===== src/hdl/lslf_pkg.sv =====
`default_nettype none

package lslf_pkg;

  localparam int unsigned SAMPLE_W = 16;
  localparam int unsigned OUT_W = 48;
  localparam int unsigned COUNT_OUT_W = 11;

  localparam logic [OUT_W-1:0] SAT_POS = 48'h7FFF_FFFF_FFFF;
  localparam logic [OUT_W-1:0] SAT_NEG = 48'h8000_0000_0000;

  typedef enum logic [3:0] {
    ST_IDLE,
    ST_LOAD,
    ST_MUL,
    ST_CHECK,
    ST_DIV_LOAD,
    ST_DIV,
    ST_ROUND,
    ST_INC,
    ST_SAT,
    ST_SIGN,
    ST_DONE
  } lslf_state_e;

  typedef enum logic [2:0] {
    OP_N_SXX,
    OP_SX_SX,
    OP_N_SXY,
    OP_SX_SY,
    OP_SXX_SY,
    OP_SX_SXY
  } prod_e;

  typedef enum logic [1:0] {
    FIT_OK,
    FIT_ZERO_DET,
    FIT_TOO_MANY
  } fit_status_e;

endpackage

`default_nettype wire


===== src/hdl/least_squares_line_fit.sv =====
// Straight-line least-squares fit over a set of signed 16-bit (x, y) samples.
// A request is taken on a rising edge where start is high and busy is low; it
// carries x_value_i, y_value_i and last_point_i. A sample without the last flag
// is added to the running sums in that same cycle and busy stays low, so one
// sample per cycle is taken. The request marked last is included and then
// starts the fit: busy is high while a single shared adder works through six
// shift-and-add products of the normal equations and two restoring divisions,
// one bit per cycle. A set with a zero determinant or too many points finishes
// after the determinant. When a fit ends, result_valid_o is high for exactly
// one cycle with the result on the result ports, and busy falls in the cycle
// after. The receiver cannot stall and must take the result in that cycle.
// Samples beyond MAX_POINTS are dropped and reported in fit_status_o.
// Reset clears the sums, the count and the sequencer; the block is then idle.
`default_nettype none

module least_squares_line_fit #(
  parameter int unsigned MAX_POINTS = 1024,
  parameter int unsigned FRAC_BITS = 16
) (
  input  logic                                    clk_i,
  input  logic                                    rst_ni,
  input  logic                                    start,
  output logic                                    busy,
  input  logic signed [lslf_pkg::SAMPLE_W-1:0]    x_value_i,
  input  logic signed [lslf_pkg::SAMPLE_W-1:0]    y_value_i,
  input  logic                                    last_point_i,
  output logic                                    result_valid_o,
  output logic signed [lslf_pkg::OUT_W-1:0]       slope_o,
  output logic signed [lslf_pkg::OUT_W-1:0]       intercept_o,
  output logic [lslf_pkg::COUNT_OUT_W-1:0]        point_count_o,
  output logic [1:0]                              fit_status_o
);

  import lslf_pkg::*;

  localparam int unsigned CW = $clog2(MAX_POINTS + 1);
  localparam int unsigned SXW = SAMPLE_W + CW;
  localparam int unsigned SXXW = 2 * SAMPLE_W + CW;

  logic accept, go;
  logic [CW-1:0] count;
  logic signed [SXW-1:0] sum_x, sum_y;
  logic signed [SXXW-1:0] sum_xx, sum_xy;
  logic overflow;
  fit_status_e status;
  logic [CW+COUNT_OUT_W-1:0] count_ext;

  assign accept = start && !busy;
  assign go     = accept && last_point_i;

  lslf_acc #(.MAX_POINTS(MAX_POINTS)) u_acc (
    .clk_i     (clk_i),
    .rst_ni    (rst_ni),
    .add_i     (accept),
    .clr_i     (result_valid_o),
    .x_value_i (x_value_i),
    .y_value_i (y_value_i),
    .n_o       (count),
    .sum_x_o   (sum_x),
    .sum_y_o   (sum_y),
    .sum_xx_o  (sum_xx),
    .sum_xy_o  (sum_xy),
    .overflow_o(overflow)
  );

  lslf_solver #(
    .CW       (CW),
    .FRAC_BITS(FRAC_BITS)
  ) u_solver (
    .clk_i      (clk_i),
    .rst_ni     (rst_ni),
    .go_i       (go),
    .n_i        (count),
    .sum_x_i    (sum_x),
    .sum_y_i    (sum_y),
    .sum_xx_i   (sum_xx),
    .sum_xy_i   (sum_xy),
    .overflow_i (overflow),
    .busy_o     (busy),
    .done_o     (result_valid_o),
    .slope_o    (slope_o),
    .intercept_o(intercept_o),
    .status_o   (status)
  );

  assign count_ext     = (CW + COUNT_OUT_W)'(count);
  assign point_count_o = count_ext[COUNT_OUT_W-1:0];
  assign fit_status_o  = status;

endmodule

`default_nettype wire


===== src/hdl/lslf_alu.sv =====
`default_nettype none

module lslf_alu #(
  parameter int unsigned W = 70
) (
  input  logic [W-1:0] a_i,
  input  logic [W-1:0] b_i,
  input  logic         sub_i,
  output logic [W-1:0] sum_o,
  output logic         carry_o
);

  // With sub_i high, carry_o is set exactly when a_i >= b_i as unsigned values.
  assign {carry_o, sum_o} = (W+1)'(a_i) + (W+1)'(b_i ^ {W{sub_i}}) + (W+1)'(sub_i);

endmodule

`default_nettype wire


===== src/hdl/lslf_acc.sv =====
`default_nettype none

module lslf_acc #(
  parameter int unsigned MAX_POINTS = 1024,
  localparam int unsigned CW = $clog2(MAX_POINTS + 1)
) (
  input  logic                                          clk_i,
  input  logic                                          rst_ni,
  input  logic                                          add_i,
  input  logic                                          clr_i,
  input  logic signed [lslf_pkg::SAMPLE_W-1:0]          x_value_i,
  input  logic signed [lslf_pkg::SAMPLE_W-1:0]          y_value_i,
  output logic [CW-1:0]                                 n_o,
  output logic signed [lslf_pkg::SAMPLE_W+CW-1:0]       sum_x_o,
  output logic signed [lslf_pkg::SAMPLE_W+CW-1:0]       sum_y_o,
  output logic signed [2*lslf_pkg::SAMPLE_W+CW-1:0]     sum_xx_o,
  output logic signed [2*lslf_pkg::SAMPLE_W+CW-1:0]     sum_xy_o,
  output logic                                          overflow_o
);

  import lslf_pkg::*;

  localparam int unsigned SXW = SAMPLE_W + CW;
  localparam int unsigned SXXW = 2 * SAMPLE_W + CW;

  logic [CW-1:0] count_q;
  logic signed [SXW-1:0] sum_x_q, sum_y_q;
  logic signed [SXXW-1:0] sum_xx_q, sum_xy_q;
  logic overflow_q;
  logic signed [2*SAMPLE_W-1:0] xx, xy;

  assign xx = x_value_i * x_value_i;
  assign xy = x_value_i * y_value_i;

  always_ff @(posedge clk_i or negedge rst_ni) begin
    if (!rst_ni) begin
      count_q    <= '0;
      sum_x_q    <= '0;
      sum_y_q    <= '0;
      sum_xx_q   <= '0;
      sum_xy_q   <= '0;
      overflow_q <= 1'b0;
    end else if (clr_i) begin
      count_q    <= '0;
      sum_x_q    <= '0;
      sum_y_q    <= '0;
      sum_xx_q   <= '0;
      sum_xy_q   <= '0;
      overflow_q <= 1'b0;
    end else if (add_i) begin
      if (count_q < CW'(MAX_POINTS)) begin
        count_q  <= count_q + CW'(1);
        sum_x_q  <= sum_x_q + SXW'(x_value_i);
        sum_y_q  <= sum_y_q + SXW'(y_value_i);
        sum_xx_q <= sum_xx_q + SXXW'(xx);
        sum_xy_q <= sum_xy_q + SXXW'(xy);
      end else begin
        overflow_q <= 1'b1;
      end
    end
  end

  assign n_o        = count_q;
  assign sum_x_o    = sum_x_q;
  assign sum_y_o    = sum_y_q;
  assign sum_xx_o   = sum_xx_q;
  assign sum_xy_o   = sum_xy_q;
  assign overflow_o = overflow_q;

endmodule

`default_nettype wire


===== src/hdl/lslf_solver.sv =====
`default_nettype none

module lslf_solver #(
  parameter int unsigned CW = 11,
  parameter int unsigned FRAC_BITS = 16,
  localparam int unsigned SXW = lslf_pkg::SAMPLE_W + CW,
  localparam int unsigned SXXW = 2 * lslf_pkg::SAMPLE_W + CW
) (
  input  logic                                 clk_i,
  input  logic                                 rst_ni,
  input  logic                                 go_i,
  input  logic [CW-1:0]                        n_i,
  input  logic signed [SXW-1:0]                sum_x_i,
  input  logic signed [SXW-1:0]                sum_y_i,
  input  logic signed [SXXW-1:0]               sum_xx_i,
  input  logic signed [SXXW-1:0]               sum_xy_i,
  input  logic                                 overflow_i,
  output logic                                 busy_o,
  output logic                                 done_o,
  output logic signed [lslf_pkg::OUT_W-1:0]    slope_o,
  output logic signed [lslf_pkg::OUT_W-1:0]    intercept_o,
  output lslf_pkg::fit_status_e                status_o
);

  import lslf_pkg::*;

  localparam int unsigned MW = SXW;
  localparam int unsigned AW = SXXW + SXW;
  localparam int unsigned DVW = AW + FRAC_BITS;
  localparam int unsigned CNTW = $clog2(DVW);

  lslf_state_e state_q, state_d;
  prod_e op_q, op_d;
  logic div_sel_q, div_sel_d;
  logic [CNTW-1:0] cnt_q, cnt_d;

  logic signed [AW-1:0] acc_q, acc_d, det_q, det_d, num_q, num_d;
  logic [AW-1:0] mcand_q, mcand_d;
  logic [MW-1:0] mplier_q, mplier_d;
  logic neg_q, neg_d;
  logic [DVW-1:0] dvd_q, dvd_d;
  logic [AW-1:0] rem_q, rem_d;
  logic rnd_q, rnd_d;
  logic [OUT_W-1:0] mag_q, mag_d;
  logic signed [OUT_W-1:0] slope_q, slope_d, icpt_q, icpt_d;
  fit_status_e status_q, status_d;

  logic [AW-1:0] alu_a, alu_b, alu_sum;
  logic alu_sub, alu_carry;

  logic signed [SXXW-1:0] opa;
  logic signed [SXW-1:0] opb, n_ext;
  logic opsub;
  logic [SXXW-1:0] opa_mag;
  logic [MW-1:0] opb_mag;

  logic last_step, det_bad, sat;
  logic signed [AW-1:0] div_num;
  logic [AW-1:0] rem_shift;
  logic [OUT_W-1:0] lim;

  lslf_alu #(.W(AW)) u_alu (
    .a_i    (alu_a),
    .b_i    (alu_b),
    .sub_i  (alu_sub),
    .sum_o  (alu_sum),
    .carry_o(alu_carry)
  );

  assign n_ext     = SXW'(n_i);
  assign last_step = (cnt_q == '0);
  assign det_bad   = acc_q[AW-1] || (acc_q == '0);
  assign div_num   = div_sel_q ? acc_q : num_q;
  assign rem_shift = {rem_q[AW-2:0], dvd_q[DVW-1]};
  assign lim       = neg_q ? SAT_NEG : SAT_POS;
  assign sat       = (|dvd_q[DVW-1:OUT_W]) || (dvd_q[OUT_W-1:0] > lim);

  always_comb begin
    opa   = sum_xx_i;
    opb   = n_ext;
    opsub = 1'b0;
    case (op_q)
      OP_N_SXX: begin
        opa   = sum_xx_i;
        opb   = n_ext;
        opsub = 1'b0;
      end
      OP_SX_SX: begin
        opa   = SXXW'(sum_x_i);
        opb   = sum_x_i;
        opsub = 1'b1;
      end
      OP_N_SXY: begin
        opa   = sum_xy_i;
        opb   = n_ext;
        opsub = 1'b0;
      end
      OP_SX_SY: begin
        opa   = SXXW'(sum_x_i);
        opb   = sum_y_i;
        opsub = 1'b1;
      end
      OP_SXX_SY: begin
        opa   = sum_xx_i;
        opb   = sum_y_i;
        opsub = 1'b0;
      end
      OP_SX_SXY: begin
        opa   = sum_xy_i;
        opb   = sum_x_i;
        opsub = 1'b1;
      end
      default: begin
        opa   = sum_xx_i;
        opb   = n_ext;
        opsub = 1'b0;
      end
    endcase
  end

  assign opa_mag = opa[SXXW-1] ? SXXW'(-opa) : SXXW'(opa);
  assign opb_mag = opb[SXW-1] ? MW'(-opb) : MW'(opb);

  always_comb begin
    state_d = state_q;
    unique case (state_q)
      ST_IDLE: begin
        if (go_i) begin
          state_d = ST_LOAD;
        end
      end
      ST_LOAD: state_d = ST_MUL;
      ST_MUL: begin
        if (last_step) begin
          if (op_q == OP_SX_SX) begin
            state_d = ST_CHECK;
          end else if (op_q == OP_SX_SXY) begin
            state_d = ST_DIV_LOAD;
          end else begin
            state_d = ST_LOAD;
          end
        end
      end
      ST_CHECK: begin
        if (overflow_i || det_bad) begin
          state_d = ST_DONE;
        end else begin
          state_d = ST_LOAD;
        end
      end
      ST_DIV_LOAD: state_d = ST_DIV;
      ST_DIV: begin
        if (last_step) begin
          state_d = ST_ROUND;
        end
      end
      ST_ROUND: state_d = ST_INC;
      ST_INC:   state_d = ST_SAT;
      ST_SAT:   state_d = ST_SIGN;
      ST_SIGN: begin
        if (div_sel_q) begin
          state_d = ST_DONE;
        end else begin
          state_d = ST_DIV_LOAD;
        end
      end
      ST_DONE: state_d = ST_IDLE;
      default: state_d = ST_IDLE;
    endcase
  end

  always_comb begin
    op_d      = op_q;
    div_sel_d = div_sel_q;
    cnt_d     = cnt_q;
    acc_d     = acc_q;
    det_d     = det_q;
    num_d     = num_q;
    mcand_d   = mcand_q;
    mplier_d  = mplier_q;
    neg_d     = neg_q;
    dvd_d     = dvd_q;
    rem_d     = rem_q;
    rnd_d     = rnd_q;
    mag_d     = mag_q;
    slope_d   = slope_q;
    icpt_d    = icpt_q;
    status_d  = status_q;
    alu_a     = acc_q;
    alu_b     = mcand_q;
    alu_sub   = neg_q;
    unique case (state_q)
      ST_IDLE: begin
        if (go_i) begin
          op_d      = OP_N_SXX;
          div_sel_d = 1'b0;
          slope_d   = '0;
          icpt_d    = '0;
          status_d  = FIT_OK;
        end
      end
      ST_LOAD: begin
        mcand_d  = AW'(opa_mag);
        mplier_d = opb_mag;
        neg_d    = opa[SXXW-1] ^ opb[SXW-1] ^ opsub;
        cnt_d    = CNTW'(MW - 1);
        if (op_q == OP_N_SXX) begin
          acc_d = '0;
        end else if (op_q == OP_N_SXY) begin
          acc_d = '0;
          det_d = acc_q;
        end else if (op_q == OP_SXX_SY) begin
          acc_d = '0;
          num_d = acc_q;
        end
      end
      ST_MUL: begin
        if (mplier_q[0]) begin
          acc_d = alu_sum;
        end
        mcand_d  = mcand_q << 1;
        mplier_d = mplier_q >> 1;
        cnt_d    = cnt_q - CNTW'(1);
        if (last_step && (op_q != OP_SX_SX) && (op_q != OP_SX_SXY)) begin
          op_d = prod_e'(op_q + 3'd1);
        end
      end
      ST_CHECK: begin
        if (overflow_i) begin
          status_d = FIT_TOO_MANY;
        end else if (det_bad) begin
          status_d = FIT_ZERO_DET;
        end else begin
          op_d = OP_N_SXY;
        end
      end
      ST_DIV_LOAD: begin
        alu_a   = '0;
        alu_b   = div_num;
        alu_sub = 1'b1;
        neg_d   = div_num[AW-1];
        dvd_d   = DVW'(div_num[AW-1] ? alu_sum : div_num) << FRAC_BITS;
        rem_d   = '0;
        cnt_d   = CNTW'(DVW - 1);
      end
      ST_DIV: begin
        alu_a   = rem_shift;
        alu_b   = det_q;
        alu_sub = 1'b1;
        rem_d   = alu_carry ? alu_sum : rem_shift;
        dvd_d   = {dvd_q[DVW-2:0], alu_carry};
        cnt_d   = cnt_q - CNTW'(1);
      end
      ST_ROUND: begin
        alu_a   = {rem_q[AW-2:0], 1'b0};
        alu_b   = det_q;
        alu_sub = 1'b1;
        rnd_d   = alu_carry;
      end
      ST_INC: begin
        dvd_d = dvd_q + DVW'(rnd_q);
      end
      ST_SAT: begin
        mag_d = sat ? lim : dvd_q[OUT_W-1:0];
      end
      ST_SIGN: begin
        alu_a   = '0;
        alu_b   = AW'(mag_q);
        alu_sub = neg_q;
        if (div_sel_q) begin
          icpt_d = alu_sum[OUT_W-1:0];
        end else begin
          slope_d   = alu_sum[OUT_W-1:0];
          div_sel_d = 1'b1;
        end
      end
      ST_DONE: begin
        status_d = status_q;
      end
      default: begin
        status_d = status_q;
      end
    endcase
  end

  always_ff @(posedge clk_i or negedge rst_ni) begin
    if (!rst_ni) begin
      state_q   <= ST_IDLE;
      op_q      <= OP_N_SXX;
      div_sel_q <= 1'b0;
      cnt_q     <= '0;
    end else begin
      state_q   <= state_d;
      op_q      <= op_d;
      div_sel_q <= div_sel_d;
      cnt_q     <= cnt_d;
    end
  end

  always_ff @(posedge clk_i) begin
    acc_q    <= acc_d;
    det_q    <= det_d;
    num_q    <= num_d;
    mcand_q  <= mcand_d;
    mplier_q <= mplier_d;
    neg_q    <= neg_d;
    dvd_q    <= dvd_d;
    rem_q    <= rem_d;
    rnd_q    <= rnd_d;
    mag_q    <= mag_d;
    slope_q  <= slope_d;
    icpt_q   <= icpt_d;
    status_q <= status_d;
  end

  assign busy_o      = (state_q != ST_IDLE);
  assign done_o      = (state_q == ST_DONE);
  assign slope_o     = slope_q;
  assign intercept_o = icpt_q;
  assign status_o    = status_q;

endmodule

`default_nettype wire

===== config.mk =====
export PLATFORM = sky130hd
export DESIGN_NAME = least_squares_line_fit
export DESIGN_NICKNAME = d
export VERILOG_FILES = /design/src/hdl/lslf_pkg.sv /design/src/hdl/least_squares_line_fit.sv /design/src/hdl/lslf_alu.sv /design/src/hdl/lslf_acc.sv /design/src/hdl/lslf_solver.sv
export SDC_FILE = /design/constraint.sdc
export NUM_CORES = 2
export LEC_CHECK = 0
export ABC_AREA = 0
export BUFFER_PORTS_ARGS = -buffer_cell sky130_fd_sc_hd__buf_4
export CORE_MARGIN = 5
export CORE_UTILIZATION = 35
export CTS_CLUSTER_SIZE = 12
export DETAILED_ROUTE_END_ITERATION = 10
export PLACE_DENSITY = 0.6
export SYNTH_ARGS = -nofsm -noshare
export SYNTH_HDL_FRONTEND = slang
export SYNTH_SLANG_ARGS = --single-unit
export TNS_END_PERCENT = 10

===== constraint.sdc =====
create_clock -name clk_i -period 10.56 [get_ports clk_i]
set_input_delay 0.528 -clock clk_i [delete_from_list [all_inputs] [get_ports clk_i]]
set_output_delay 0.528 -clock clk_i [all_outputs]
set_load 0.02 [all_outputs]

* After elaboration in Yosys (flattened, before gate mapping)
Cells that the tools add are included.
** Storage, ports and cells
- Logic and storage cells :: 183
- Bits in registers :: 777
- Output and inout port bits :: 111
** Operators by class
- Equal/unequal tests :: 29
- Multiplexer cells :: 66
- Reductions and logical operators :: 44
- Multipliers :: 2
- Add/sub/neg operators :: 12
- $lt $le $gt $ge :: 2
- Bitwise operators :: 5
** Operators by type and width (number)
- 70-bit two-way mux :: 6
- 70-bit one-hot mux with 3 select lines :: 2
- 43-bit two-way mux :: 7
- 70-bit one-hot mux with 2 select lines :: 2
- 86-bit one-hot mux with 3 select lines :: 1
- 48-bit two-way mux :: 5
- 48-bit one-hot mux with 2 select lines :: 2
- 27-bit two-way mux :: 7
- 69-bit one-hot mux with 2 select lines :: 1
- 27-bit one-hot mux with 2 select lines :: 2
- 43-bit by 32-bit adder with 43-bit output :: 2
- 86-bit by 1-bit adder with 86-bit output :: 1
- 43-bit one-hot mux with 2 select lines :: 1
- 70-bit by 71-bit adder with 71-bit output :: 1
- 71-bit by 1-bit adder with 71-bit output :: 1
- 70-bit logical NOT :: 1
- 70-bit bitwise XOR :: 1
- 69-bit two-way mux :: 1
- 16-bit by 16-bit multiplier with 32-bit output :: 2
- 27-bit by 16-bit adder with 27-bit output :: 2
- 48-bit > comparator :: 1
- 43-bit negation :: 1
- 4-bit one-hot mux with 10 select lines :: 1
- 38-bit OR reduction :: 1
- other kinds (44) :: 108

* Depth between registers and ports, before layout
- Depth after elaboration :: 8
- Mapped depth :: 27
- Mapped depth without buffers :: 25

* Hierarchy
A second synthesis with hierarchy kept.
** Unflattened totals
- Cells, all modules :: 7319
- Area total of the unflattened synthesis :: 71753.8 um2
** Modules (own cells, without submodules)
- lslf_solver :: times used 1, area an instance 34156.5 um2, seq. area each 18692.9 um2, cells an instance 3072
- lslf_acc :: times used 1, area an instance 32834.0 um2, seq. area each 3803.6 um2, cells an instance 3572
- lslf_alu :: times used 1, area an instance 4748.3 um2, seq. area each 0.0 um2, cells an instance 673
- least_squares_line_fit :: times used 1, area an instance 15.0 um2, seq. area each 0.0 um2, cells an instance 2

* Worst setup path after synthesis
No wires, ideal clock.
- Path kind :: register -> register
- Start :: register u_solver.state_q[3]
- End :: register u_solver.acc_q[0] (enable)
- Data required time :: 10.039 ns
- Path buffers :: 2
- Cell stages (with the launch flop) :: 8
- Arrival time :: 7.073 ns
- Setup time :: 0.521 ns
- Setup slack :: 2.966 ns
- Cell sequence :: dfrtp_1 > clkbuf_1 > nor2_1 > nand2_1 > clkbuf_1 > nand2_1 > o21ai_0 > a21oi_1
** On the way
- Word-level cells in the longest chain between the ends :: 3
- Elaborated cells on any way between the ends :: 6
- Those cells by class :: eq/ne (4); reduce/logical (2)
** RTL lines
- from (decl) :: line lslf_solver.sv:32 : lslf_state_e state_q, state_d;
- from (signal assigned) :: line lslf_solver.sv:293 : state_q <= state_d;
- 4-bit by 1-bit == test with 1-bit output or 4-bit by 2-bit == test with 1-bit output (tied branches) :: line lslf_solver.sv:192 : unique case (state_q)
- 4-bit by 1-bit != test with 1-bit output (no source line), or another cell as far along
- 3-bit AND reduction (no source line) (*)
- to (signal assigned) :: line lslf_solver.sv:301 : acc_q <= acc_d;
- to (decl) :: line lslf_solver.sv:37 : logic signed [AW-1:0] acc_q, acc_d, det_q, det_d, num_q, num_d;
Mark *: on every way between the ends. The rest lies on a longest branch, timed or not.
A chain may end at the register's enable or synchronous reset.

* Worst setup path after layout
- Start :: input x_value_i[15] in the netlist's numbering
- End :: register u_acc.sum_xx_q[39] (netlist: u_acc.sum_xx_o[39])
** On the way
- Word-level cells in the longest chain between the ends :: 5
** RTL lines
- from (decl) :: line least_squares_line_fit.sv:24 : input logic signed [lslf_pkg::SAMPLE_W-1:0] x_value_i,
- 16-bit by 16-bit multiplier with 32-bit output :: line lslf_acc.sv:32 : assign xx = x_value_i * x_value_i;
- 43-bit by 32-bit adder with 43-bit output :: line lslf_acc.sv:55 : sum_xx_q <= sum_xx_q + SXXW'(xx);
- 43-bit two-way mux :: line lslf_acc.sv:51 : if (count_q < CW'(MAX_POINTS)) begin
- 43-bit two-way mux :: line lslf_acc.sv:50 : end else if (add_i) begin
- 43-bit two-way mux :: line lslf_acc.sv:43 : end else if (clr_i) begin
- to (signal assigned) :: line lslf_acc.sv:55
- to (decl) :: line lslf_acc.sv:28 : logic signed [SXXW-1:0] sum_xx_q, sum_xy_q;
Every way passes these cells. The select of a mux whose other input is x is not followed.

==> flow_metrics.tcl <==
set metrics [dict create \
    rsz0062_at_grt "false" \
    gr-total-overflow 0 \
    drt_iter0_drc 5786 \
    period_needed_ns 8.147 \
    grt_start_max_net_pins 109 \
    synthSimpleGateAreaFrac 0.1334 \
    root_buffer "clkbuf_16" \
    ioPinCount 147 \
    crit_slowest_cell "a2111oi_0" \
    slew_viol_final 0 \
    synth_flop_cell "edfxtp_1" \
    use_met3 0.03049 \
    setup_viol_count_final 0 \
    synth-edff-count 610 \
    grt_pass1_vias 55690 \
    ys_async_sr_fraction 0.2149 \
    worstMarginPinSlew_ns 1.378 \
    hold_path.class "in -> reg" \
    drc_errors 0 \
    portBuffers 146 \
    start_util 0.3522 \
    final_common_cell "inv_1" \
    critPathRequiredTime_ns 11.18 \
    place_ws_ns 1.919 \
    grt_pass1_wl_um 343300 \
    ctsResizeCount 0 \
    synthToLayoutAreaGrowth_pct 9.554 \
    antenna_found_initial 5 \
    worstSkewPairLatency_ns 0.72 \
    numCtsBuffers 90 \
    r2r_start "u_solver.state_q[0]" \
    synthAdderAreaFrac 0.2615 \
    synth_top_family_by_area "adder cells" \
    crit_arrival_ns 8.77 \
    place.gp.congestion 0.9561 \
    synth-compound-area-share 0.1431 \
    die_h_um 461.5 \
    path_cells "buf_4, and2_1, fa_2, inv_1, fa_1, fa_1, inv_1, fa_1, fa_1, inv_1, fa_1, inv_1, ha_1, nand2_1, o21a_1, nor3b_1, a2111oi_0, o311ai_0, o21ai_0, a211oi_1, nor4_1, a211o_1" \
    die_x_um 461.5 \
    rows 165 \
    h-tree-depth 3 \
    post_cts_buffers 0 \
    yosys_register_bits 777 \
    ys_types 93 \
    cp_max_fo 57 \
    period_share 0.7715 \
    finalHoldViolations 0 \
    critPathMaxStageDelay_ns 1.18 \
    relSlewSlack 0.05771 \
    clk_pin_slew_ns 0.06 \
    gr-max-usage-layer "met2" \
    ctsHoldBuffers 1 \
    cts_tree "built" \
    drive_gt1_frac 0.07156 \
    wl_um 224900 \
    grtUsageTotal 0.2080 \
    crit_path_end_kind "register" \
    vias_per_cell 5.506 \
    r2r_cells 18 \
    coreArea_um2 202500 \
    dr.pass1.iters 8 \
    syn_avg_cell_area_um2 9.693 \
    detail-route-antenna-nets 0 \
    synth_warnings 0 \
    layout_common_cells "inv_1 (905), fa_1 (653), nand2_1 (637), edfxtp_1 (610), nor2_1 (479)" \
    routed-via-count 55190 \
    syn-num-nets 8493 \
    status "complete, no violations" \
    mappedNetlistArea_um2 71330 \
    setup_slack_ns 2.413 \
    synth_xor_area_frac 0.05230 \
    cap_violations 0 \
    nets 8417 \
    crit_path_start_kind "input port" \
    crit_top_cell "fa_1" \
    post-route-util 0.3859 \
    synth_mux_area_frac 0.02492 \
    reg2reg_to "u_solver.dvd_q[84]" \
    r2r_setup_slack_ns 2.55 \
    finalSetupTns_ns 0 \
    dieArea_um2 212900 \
    dpl.hpwl_um 167000 \
    timing.fmax_mhz 122.7 \
    fin_worst_skew_ns 0.04956 \
    clock_sinks 777 \
    wire_per_inst_um 22.43 \
    cts_max_path_buffers 3 \
    syn_inst 7359 \
    yosysSeqAreaShare 0.3154 \
    crit_type "in -> reg" \
    use_met1 0.2905 \
    met2_usage 0.3323 \
    crit_path_start "x_value_i[15]" \
    cp-endpoint "u_acc.sum_xx_o[39]" \
]
-- worst min-delay path by stage --
stage / startpoint / to / slack (ns) / cells past startpoint
2_1_floorplan: rst_ni / u_acc.n_o[0] / 0.23 / 0
3_3_place_gp: u_solver.cnt_q[1] / u_solver.cnt_q[1] / 0.48 / 2
3_5_place_dp: u_solver.cnt_q[1] / u_solver.cnt_q[1] / 0.51 / 2
4_1_cts: start / u_acc.n_o[10] / 0.23 / 3
5_1_grt: start / u_acc.n_o[10] / 0.28 / 3
6_report: start / u_acc.n_o[10] / 0.30 / 3
-- registers in the layout, summed over array words and instances (netlist names), 48 cells and up --
name                  cells
u_solver.mag_q           48
u_solver.dvd_q           86
u_solver.num_q           70
u_solver.intercept_o     48
u_solver.slope_o         48
u_solver.rem_q           69
u_solver.mcand_q         70
u_solver.det_q           70
u_solver.acc_q           70
-- cells by family after synthesis --
logic type | Yosys count
adders and majority gates | 1098
buffers and inverters | 1295
AOI/OAI and AO/OA | 1582
DFF | 777
and+or+nand+nor | 2014
xor gates and xnor gates | 426
muxes | 167
-- routing by layer --
| layer | up-vias | share of wire |
|---|---|---|
| met5 | - | 0.000058 |
| met4 | 2 | 0.034 |
| met3 | 309 | 0.076 |
| met2 | 2172 | 0.45 |
| met1 | 27580 | 0.44 |
| li1 | 25130 | - |
-- worst max-delay path, delay by kind of cell --
kind	cells	cell delay, ns
AND/OR/NAND/NOR	4	0.80
adder cells (fa/ha/maj)	7	3.77
buffers and inverters	5	0.90
AO/OA/AOI/OAI	6	2.66
-- area by class of cell --
class / count / area [µm²]
Fill cell: 19940 / 124400
Multi-Input combinational cell: 5287 / 44130
Sequential cell: 777 / 22500
Inverter: 908 / 3413
Tap cell: 2672 / 3343
Clock buffer: 110 / 2400
Timing Repair Buffer: 219 / 1690
Clock inverter: 49 / 663.1
Antenna cell: 3 / 7.507
-- stage by stage --
| step | cell area, µm² | hold slack [ns] | cells |
|---|---|---|---|
| 3_3_place_gp | 75070 | 0.4806 | 9862 |
| 2_1_floorplan | 71330 | 0.2324 | 7359 |
| 4_1_cts | 78140 | 0.2335 | 10020 |
| 6_report | 78150 | 0.2960 | 10030 |
| 3_5_place_dp | 75070 | 0.5067 | 9862 |
| 5_1_grt | 78150 | 0.2771 | 10030 |
-- synthesized netlist by cell type, drive strengths merged (39+ instances only) --
cell	number	share of area
edfxtp	610	0.26
a22o	78	0.0096
a222oi	55	0.0077
and2	230	0.020
nand2b	63	0.0055
o21bai	40	0.0043
inv	905	0.048
mux2i	82	0.012
dfrtp	167	0.059
ha	443	0.078
nor2b	41	0.0036
nand2	645	0.034
o31ai	39	0.0042
clkbuf	306	0.016
a22oi	76	0.0080
a21oi	398	0.028
buf	81	0.0055
xor2	146	0.018
nand3	227	0.016
nand4	74	0.0066
a21o	131	0.014
xnor2	280	0.034
and3	47	0.0042
nor2	487	0.026
a221oi	51	0.0063
nor4	39	0.0036
nor3	66	0.0046
mux2	85	0.013
fa	655	0.18
o21ai	460	0.032
a31oi	44	0.0039
Power is not shown: default switching activity piles up to over one toggle a cycle in this logic, so the estimate is an artifact.
